$ cat src/sv/ple_pkg.sv
// Shared constants, codes and types for the positional list engine.
package ple_pkg;

	localparam int CAPACITY   = 64;
	localparam int DATA_WIDTH = 32;
	localparam int IDX_W      = $clog2(CAPACITY);
	localparam int CNT_W      = $clog2(CAPACITY + 1);
	localparam int POS_W      = 7;
	localparam int CMD_W      = 2;
	localparam int STAT_W     = 3;
	localparam int VAL_W      = 32;

	// search reduction: groups of GRP_SIZE match bits
	localparam int GRP_SIZE = 8;
	localparam int NUM_GRP  = (CAPACITY + GRP_SIZE - 1) / GRP_SIZE;
	localparam int GRP_W    = $clog2(GRP_SIZE);

	localparam logic [CMD_W-1:0] CMD_INSERT = 2'd0;
	localparam logic [CMD_W-1:0] CMD_DELETE = 2'd1;
	localparam logic [CMD_W-1:0] CMD_SEARCH = 2'd2;

	localparam logic [STAT_W-1:0] STAT_OK       = 3'd0;
	localparam logic [STAT_W-1:0] STAT_BADPOS   = 3'd1;
	localparam logic [STAT_W-1:0] STAT_EMPTY    = 3'd2;
	localparam logic [STAT_W-1:0] STAT_FULL     = 3'd3;
	localparam logic [STAT_W-1:0] STAT_NOTFOUND = 3'd4;

	// broadcast to every cell of the chain
	typedef struct packed {
		logic                  ins;
		logic                  del;
		logic [POS_W-1:0]      pos;
		logic [CNT_W-1:0]      count;
		logic [DATA_WIDTH-1:0] data;
	} cell_ctl_t;

endpackage

$ cat src/sv/ple_cell.sv
// One list slot: holds an entry, shifts with its neighbors, compares against the key.
module ple_cell (
	input  logic                           clk,
	input  ple_pkg::cell_ctl_t             ctl,
	input  logic [ple_pkg::IDX_W-1:0]      idx,
	input  logic [ple_pkg::DATA_WIDTH-1:0] left_data,
	input  logic [ple_pkg::DATA_WIDTH-1:0] right_data,
	output logic [ple_pkg::DATA_WIDTH-1:0] data,
	output logic                           match
);
	import ple_pkg::*;

	logic [DATA_WIDTH-1:0] data_q;
	logic [POS_W-1:0]      idx_pos;
	logic [CNT_W-1:0]      idx_cnt;

	assign idx_pos = POS_W'(idx);
	assign idx_cnt = CNT_W'(idx);

	always_ff @(posedge clk) begin
		if (ctl.ins) begin
			if (idx_pos == ctl.pos) begin
				data_q <= ctl.data;
			end else if (idx_pos > ctl.pos) begin
				data_q <= left_data;
			end
		end else if (ctl.del && (idx_pos >= ctl.pos)) begin
			data_q <= right_data;
		end
	end

	assign data  = data_q;
	assign match = (idx_cnt < ctl.count) && (data_q == ctl.data);

endmodule

$ cat config.mk
export PLATFORM = sky130hd
export DESIGN_NAME = ple_cell
export DESIGN_NICKNAME = d
export VERILOG_FILES = /design/src/sv/ple_pkg.sv /design/src/sv/ple_cell.sv
export SDC_FILE = /design/constraint.sdc
export NUM_CORES = 1
export LEC_CHECK = 0
export BUFFER_PORTS_ARGS = -buffer_cell sky130_fd_sc_hd__buf_2
export CORE_ASPECT_RATIO = 1.25
export CORE_MARGIN = 2
export CORE_UTILIZATION = 30
export DETAILED_ROUTE_END_ITERATION = 8
export HOLD_SLACK_MARGIN = 0.1
export SLEW_MARGIN = 20
export SYNTH_ARGS = -nofsm -noshare
export SYNTH_HDL_FRONTEND = slang
export SYNTH_SLANG_ARGS = --single-unit
export TNS_END_PERCENT = 30
$ cat constraint.sdc
create_clock -name clk -period 2.85 [get_ports clk]
set_input_delay 0.1425 -clock clk [delete_from_list [all_inputs] [get_ports clk]]
set_output_delay 0.1425 -clock clk [all_outputs]
set_load 0.02 [all_outputs]
==> metrics <==
synth unique cells 24; Power Dens Cells 407.1 nW/µm²; CTS buffer count 5; peak per-stage delay on the critical path 0.41 ns; # placed instances 459; drt via density 4.557; worst setup margin 0.9082 ns; cts repair resizes 0; Syn-to-layout area delta 37.02%; post-synthesis adder-cell area fraction 0.05851; row count 36; die area 8570 µm²; hold path cells 3; crit end category primary output; Buffers on Ports 151; max-slew violations 0; first-pass GRT wire length 9342 µm; Worst EP arrival 1.80 ns; clock transition at the registers of the reported paths 0.07 ns; via count 2,128; maximum fanout along the worst path 2; setup_tns 0 ns; Mapped Area 2352 µm²; Final Instance Count excl. Fillers 467; pre-CTS setup slack 0.7089 ns; Synthesized Nets 350; final WL 6138 µm; status finished clean; CP bufs+invs 1; most common cell after layout, fill and taps aside buf_2; clk sinks 32; vias in the first global route 2,035; mux cell area share after synthesis 0.1362; Lkg Pwr 0.001502 µW; Final Cell Area 3223 µm²; simple-gate area share of the yosys netlist 0.1090; IO Count 152; CP max stage cell edfxtp_1; Slew @ Worst Pin 0.5934 ns; post-DP HPWL 4968 µm; initial antenna violation count 0; fmax 515.0 MHz; min Tclk post-route 1.942 ns; Cell Area, Placed 3143 µm²; gr ovfl total 0; 1st-pass router iterations 4; DRT iter0 DRCs 52; Placer Congestion 0.8300; CTS tree built; synth warn 0; DR WL/cell 13.14 µm; maximum vdd ir drop 0.2116 mV; largest family of logic cells by synthesized area multiplexers; Root Driver clkbuf_8; Stages on worst setup path 5; Req. time, crit path 2.71 ns; Synth Area in Compound Gates 0.09840; Initial Utilization 0.3054; Tot GR Track Use 0.1383; chip height 103 µm; Synth Area in XOR/XNOR 0.1191; Yosys reg bits 32; max-capacitance violation count 0; diode count 0; number of flip-flops in the largest register 32; H-tree levels 2; Final Hold Vio Count 0; HP Class input pin to register; Post-CTS Hold Fix Bufs 0; die width 83.20 µm; CP top delay family simple AND/OR/NAND/NOR gates; # fillers 782; Setup Fix Bufs, Post-CTS 0; setup violators final 0; fin nets 501; Crit Path Class register to primary output; Seq/Total Area, Yosys 0.4085; commonest cells after routing, fill and taps aside buf_2, a21oi_1; Worst Setup Start Kind register; fraction of layout cells with a size suffix above 1 0.4382; Mapped Avg Cell Area 10.69 µm²; Rel. slew slack 0.6044; largest net degree at the start of global routing 65; Hold Slack 0.1883 ns; post-route clock period utilization 0.6813; DRC Markers 0; Post-Syn Instances 220; critical-path cell list xor2_1 > nor4_1 > nand4_1 > nor3_1 > buf_2; Core ar. 7702 µm²; Final ANT Viol Nets 0; clock tree buffer depth 2; RSZ-0062 raised after global routing false
[cell families after synthesis]
logic type,count (synthesis)
XOR/XNOR,32
AO/OA/AOI/OAI,43
multiplexers,32
flip-flops,32
adder cells (fa/ha/maj),11
AND/OR/NAND/NOR,48
buffers and inverters,22
[tightest hold or removal path: stages]
cell	delay, ns
buf_2	0.08
nor2_1	0.03
a21oi_1	0.10
[through the flow]
step	utilization	total power [µW]
after global routing	0.4185	1394
after global placement	0.4081	997.2
after floorplan	-	827.7
after detailed placement	0.4081	1004
final	0.4185	1312
after CTS	0.4185	1339
[where the power goes]
group          switching, µW  internal, µW
logic                    210           168
clock network            154           170
registers               31.1           579
[worst paths after layout]
check	start	endpoint	slack (ns)
setup / recovery	data[16]$_DFFE_PP_	match	0.91
hold / removal	right_data[0]	data[0]$_DFFE_PP_	0.19
[cells in the mapped netlist, drive strengths merged]
cell type      n  area share
buf            6       0.031
o22ai          2      0.0053
inv           12       0.019
nand4b         2       0.014
dlymetal6s2s   2       0.011
nand4          2      0.0053
ha            11       0.059
nor4           8       0.021
edfxtp        32        0.41
dlygate4sd1    1      0.0037
nor3           1      0.0021
o22a           1      0.0037
nand3          1      0.0043
a21o           4       0.013
nor2          33       0.060
mux2i         32        0.14
a21oi         36       0.077
dlymetal6s4s   1      0.0053
nand2b         1      0.0027
xor2          32        0.12
[final cells by class]
cell class	count	area (µm²)	share of cell area
tap	95	118.9	0.03688
clock inverter	1	3.754	0.001165
timing repair buffer	154	790.8	0.2453
multi-input combinational	166	1227	0.3808
clock buffer	7	76.32	0.02368
sequential	32	960.9	0.2981
inverter	12	45.04	0.01398
[metal layers]
metal,vias to the layer above,share of wire,GRT usage
li1,1100,-,-
met1,929,0.43,0.1717
met2,93,0.48,0.2382
met3,6,0.072,0.03523
met4,0,0.011,0.04288
met5,-,0,0
Power figures use the tool's default switching activity.
