**src/sv/ple_pkg.sv**
```systemverilog
// Shared constants, codes and types for the positional list engine.
package ple_pkg;

	localparam int CAPACITY   = 64;
	localparam int DATA_WIDTH = 32;
	localparam int IDX_W      = $clog2(CAPACITY);
	localparam int CNT_W      = $clog2(CAPACITY + 1);
	localparam int POS_W      = 7;
	localparam int CMD_W      = 2;
	localparam int STAT_W     = 3;
	localparam int VAL_W      = 32;

	// search reduction: groups of GRP_SIZE match bits
	localparam int GRP_SIZE = 8;
	localparam int NUM_GRP  = (CAPACITY + GRP_SIZE - 1) / GRP_SIZE;
	localparam int GRP_W    = $clog2(GRP_SIZE);

	localparam logic [CMD_W-1:0] CMD_INSERT = 2'd0;
	localparam logic [CMD_W-1:0] CMD_DELETE = 2'd1;
	localparam logic [CMD_W-1:0] CMD_SEARCH = 2'd2;

	localparam logic [STAT_W-1:0] STAT_OK       = 3'd0;
	localparam logic [STAT_W-1:0] STAT_BADPOS   = 3'd1;
	localparam logic [STAT_W-1:0] STAT_EMPTY    = 3'd2;
	localparam logic [STAT_W-1:0] STAT_FULL     = 3'd3;
	localparam logic [STAT_W-1:0] STAT_NOTFOUND = 3'd4;

	// broadcast to every cell of the chain
	typedef struct packed {
		logic                  ins;
		logic                  del;
		logic [POS_W-1:0]      pos;
		logic [CNT_W-1:0]      count;
		logic [DATA_WIDTH-1:0] data;
	} cell_ctl_t;

endpackage

```
**src/sv/ple_search.sv**
```systemverilog
// Two-stage registered priority encoder over the cells' match bits.
module ple_search (
	input  logic                         clk,
	input  logic                         arst_n,
	input  logic                         start,
	input  logic [ple_pkg::CAPACITY-1:0] match,
	output logic                         done,
	output logic                         found,
	output logic [ple_pkg::IDX_W-1:0]    index
);
	import ple_pkg::*;

	logic [NUM_GRP*GRP_SIZE-1:0] match_pad;
	logic [NUM_GRP-1:0]          grp_any;
	logic [GRP_W-1:0]            grp_sub [NUM_GRP];

	logic                        vld_s1;
	logic [NUM_GRP-1:0]          any_s1;
	logic [GRP_W-1:0]            sub_s1 [NUM_GRP];

	logic                        vld_s2;
	logic                        found_s2;
	logic [IDX_W-1:0]            index_s2;

	logic                        fin_found;
	logic [IDX_W-1:0]            fin_index;

	assign match_pad = (NUM_GRP*GRP_SIZE)'(match);

	// lowest set bit within each group
	always_comb begin
		for (int g = 0; g < NUM_GRP; g++) begin
			grp_any[g] = |match_pad[g*GRP_SIZE +: GRP_SIZE];
			grp_sub[g] = '0;
			for (int b = GRP_SIZE - 1; b >= 0; b--) begin
				if (match_pad[g*GRP_SIZE + b]) begin
					grp_sub[g] = GRP_W'(b);
				end
			end
		end
	end

	// lowest group with a hit
	always_comb begin
		fin_found = |any_s1;
		fin_index = '0;
		for (int g = NUM_GRP - 1; g >= 0; g--) begin
			if (any_s1[g]) begin
				fin_index = IDX_W'(g * GRP_SIZE) + IDX_W'(sub_s1[g]);
			end
		end
	end

	always_ff @(posedge clk or negedge arst_n) begin
		if (!arst_n) begin
			vld_s1 <= 1'b0;
			vld_s2 <= 1'b0;
		end else begin
			vld_s1 <= start;
			vld_s2 <= vld_s1;
		end
	end

	always_ff @(posedge clk) begin
		if (start) begin
			any_s1 <= grp_any;
			sub_s1 <= grp_sub;
		end
		if (vld_s1) begin
			found_s2 <= fin_found;
			index_s2 <= fin_index;
		end
	end

	assign done  = vld_s2;
	assign found = found_s2;
	assign index = index_s2;

endmodule

```
**config.mk**
```make
export PLATFORM = sky130hd
export DESIGN_NAME = ple_search
export DESIGN_NICKNAME = d
export VERILOG_FILES = /design/src/sv/ple_pkg.sv /design/src/sv/ple_search.sv
export SDC_FILE = /design/constraint.sdc
export NUM_CORES = 1
export LEC_CHECK = 0
export BUFFER_PORTS_ARGS = -buffer_cell sky130_fd_sc_hd__buf_4
export CORE_MARGIN = 2
export CORE_UTILIZATION = 44
export DETAILED_ROUTE_END_ITERATION = 12
export PLACE_DENSITY = 0.77
export SETUP_SLACK_MARGIN = 0.4
export SLEW_MARGIN = 5
export SYNTH_ARGS = -nofsm -noshare
export SYNTH_HDL_FRONTEND = slang
export SYNTH_SLANG_ARGS = --single-unit
```
**constraint.sdc**
```tcl
create_clock -name clk -period 1.52 [get_ports clk]
set_clock_uncertainty 0.05 [all_clocks]
set_input_delay 0.304 -clock clk [delete_from_list [all_inputs] [get_ports clk]]
set_output_delay 0.304 -clock clk [all_outputs]
set_load 0.05 [all_outputs]
```
==> impl_metrics.json <==
{
  "netlist_instances": 198,
  "dpl_cell_area_sq_mm": 0.00270,
  "grt_pass1_wl_microns": 6910,
  "wl_met3_microns": 227,
  "cp-start-kind": "register",
  "grt_max_degree": 34,
  "syn-cell-area_sq_mm": 0.00207,
  "cts_tree": "done",
  "met2_length_microns": 2250,
  "io_pins": 75,
  "cts_buffers": 5,
  "syn_avg_cell_area_sq_um": 10.4,
  "areaGrowthSynthToFinish_pct": 40.9,
  "grtUsageTotal_pct": 17.1,
  "clockPowerShare_pct": 25.8,
  "insertedDiodeCount": 0,
  "p_sw_uw": 611,
  "chipWidth_microns": 72.5,
  "p_int_uw": 1880,
  "r2r_cells": 4,
  "setup-tns-final_ns": 0,
  "path_class": "reg2reg",
  "met1Wirelength_microns": 1710,
  "yosys_warnings": 0,
  "ir_drop_v": 0.000330,
  "viasPerCell": 5.23,
  "endpoint_kind": "register",
  "place_congestion": 0.835,
  "slew-limit-headroom_pct": 72.4,
  "worst_slew_pin_slew_ns": 0.411,
  "ys_seq_area_share_pct": 59.1,
  "htreeDepth": 2,
  "cap_violations": 0,
  "clock.fmax_ghz": 0.689,
  "hold_violations": 0,
  "finalNetCount": 353,
  "routedWlPerCell_microns": 12.5,
  "clock_path_buffers": 2,
  "rsz0062_at_grt": "true",
  "total_power_uw": 2490,
  "rows": 24,
  "hold_slack_ns": 0.242,
  "cp_max_fo": 4,
  "postSynthNetCount": 265,
  "fin_area_sq_mm": 0.00291,
  "drc": 0,
  "status": "finished clean",
  "combPwrFrac_pct": 19.0,
  "finalCriticalPeriod_ns": 1.45,
  "cp_data_required_time_ns": 1.51,
  "cts_root_buf": "clkbuf_8",
  "portBuffers": 74,
  "wirelength_microns": 4240,
  "num_vias": 1769,
  "drtAntennaViolNets": 0,
  "synth_top_area_share_pct": 56.7,
  "core_sq_mm": 0.00444,
  "dpl.hpwl_microns": 3400,
  "worstPathArrival_ns": 1.44,
  "drive_above_1_share_pct": 34.3,
  "start_util_pct": 46.5,
  "yosysTopAreaCell": "edfxtp_1",
  "synth_cell_types": 27,
  "holdPathStages": 2,
  "maxSlewViolCount": 0,
  "drt-initial-drc-count": 114,
  "swShare_pct": 24.6,
  "seqPwrFrac_pct": 55.2,
  "cts_sinks": 41,
  "insertion_delay_ns": 0.29,
  "fp.dieH_microns": 72.5,
  "top_layer_used": "met4",
  "grt_pass1_vias": 1725,
  "die_area_sq_mm": 0.00526,
  "first_pass_iters": 4,
  "overflow": 0,
  "synth.ff_latch_count": 41,
  "power.density_mw_per_mm2": 854,
  "leakagePower_uw": 0.00119,
  "setup_viol": 0,
  "clkTransAtPathRegs_ns": 0.07,
  "hold_class": "in2reg",
  "antenna_found_initial": 0,
  "fin_crit_sh_pct": 95.5,
  "synth_area_leaders": "edfxtp_1 57%, nor3_1 6.1%, a21oi_1 5.6%"
}
[registers in the layout, summed over array words and instances, names as in the netlist]
name    cells
sub_s1     24
any_s1      8
done        1
found       1
index       6
vld_s1      1
[per-layer routing]
layer | GRT usage, % | up-vias
li1 | - | 923
met4 | 5.97 | 0
met3 | 5.14 | 6
met1 | 18.1 | 792
met2 | 31.9 | 48
met5 | 0 | -
[cell families after synthesis]
logic type	after synthesis	share of synthesized area [%]
and+or+nand+nor	89	23.2
buffers and inverters	22	4.00
AOI/OAI and AO/OA	46	13.7
DFF	41	59.1
[layout by cell type, fill, tap and decap left out, types with 2 or more instances in the layout]
cell type,count
or3_1,2
o21ai_1,3
nor2_1,10
clkbuf_8,5
nor2_4,2
dfrtp_1,2
a22oi_1,3
nor3_1,24
edfxtp_1,39
a31oi_1,3
buf_4,70
nor2b_1,8
nor4_1,16
nor2_2,2
nand2_1,10
nor3b_1,2
a21oi_1,22
buf_6,11
o21bai_1,8
inv_1,21
nand2b_1,8
[power groups by stage]
stage	clock, uW	sequential, uW	combinational (uW)
floorplan	0	1440	125
global placement	0	1390	419
detailed placement	0	1390	430
CTS	648	1370	461
global route	690	1380	515
finish	643	1370	472
[cells in the mapped netlist]
cell type  number
a22oi_1         3
nor2b_2         1
nor2b_1         8
and2_1          1
o2111ai_1       1
o21ai_1         2
nor2_1         13
o21ai_0         2
or2_4           1
nand2_1        10
a21oi_1        23
o21ba_2         1
nand3_1         1
nor3_1         25
clkbuf_1        1
a31oi_1         3
dfrtp_1         2
nor3b_1         2
or3_1           2
a221o_1         1
o21bai_1        8
nand2b_1        8
a221oi_1        2
inv_1          21
edfxtp_1       39
nor2_4          1
nor4_1         16
[critical path: stages (launching register included)]
cell       delay, ns
edfxtp_1        0.43
or2_4           0.28
a221o_1         0.28
o2111ai_2       0.07
a31oi_1         0.10
[repair_timing]
| item | CTS | global route |
|---|---|---|
| cloned | 0 | 0 |
| hold endpoints to repair | 2 | 0 |
| pin swaps | 4 | 0 |
| setup buffers | 4 | 1 |
| endpoints found under the setup margin | 15 | 15 |
| resized for setup | 16 | 8 |
| hold buffers | 1 | 0 |
[through the flow]
step | cells | utilization (%) | setup WS [ns]
after floorplan | 198 | - | 0.127
after CTS | 337 | 64.6 | 0.0714
final | 338 | 65.5 | 0.0682
after global routing | 338 | 65.5 | 0.00731
after global placement | 325 | 60.7 | 0.0826
after detailed placement | 325 | 60.7 | 0.0351
[area by class of cell]
class / instances / area [sq um]
clock buffer: 6 / 72.6
clock inverter: 1 / 3.75
fill: 362 / 1530
inverter: 21 / 78.8
multi-input combinational: 135 / 811
sequential: 41 / 1220
tap: 52 / 65.1
timing repair buffer: 82 / 659
[worst paths after layout]
path                                            endpoint  slack [ns]                 from
worst max-delay path                  index[1]$_DFFE_PP_        0.07  any_s1[4]$_DFFE_PP_
worst min-delay path            sub_s1[21]$_SDFFCE_PP0P_        0.24             match[0]
worst max register to register        index[1]$_DFFE_PP_        0.07  any_s1[4]$_DFFE_PP_
worst min register to register            done$_DFF_PN0_        0.53     vld_s1$_DFF_PN0_
max in group asynchronous                 done$_DFF_PN0_        1.06               arst_n
min in group asynchronous               vld_s1$_DFF_PN0_        0.28               arst_n
Note: power is estimated with default switching activity, not from simulation.
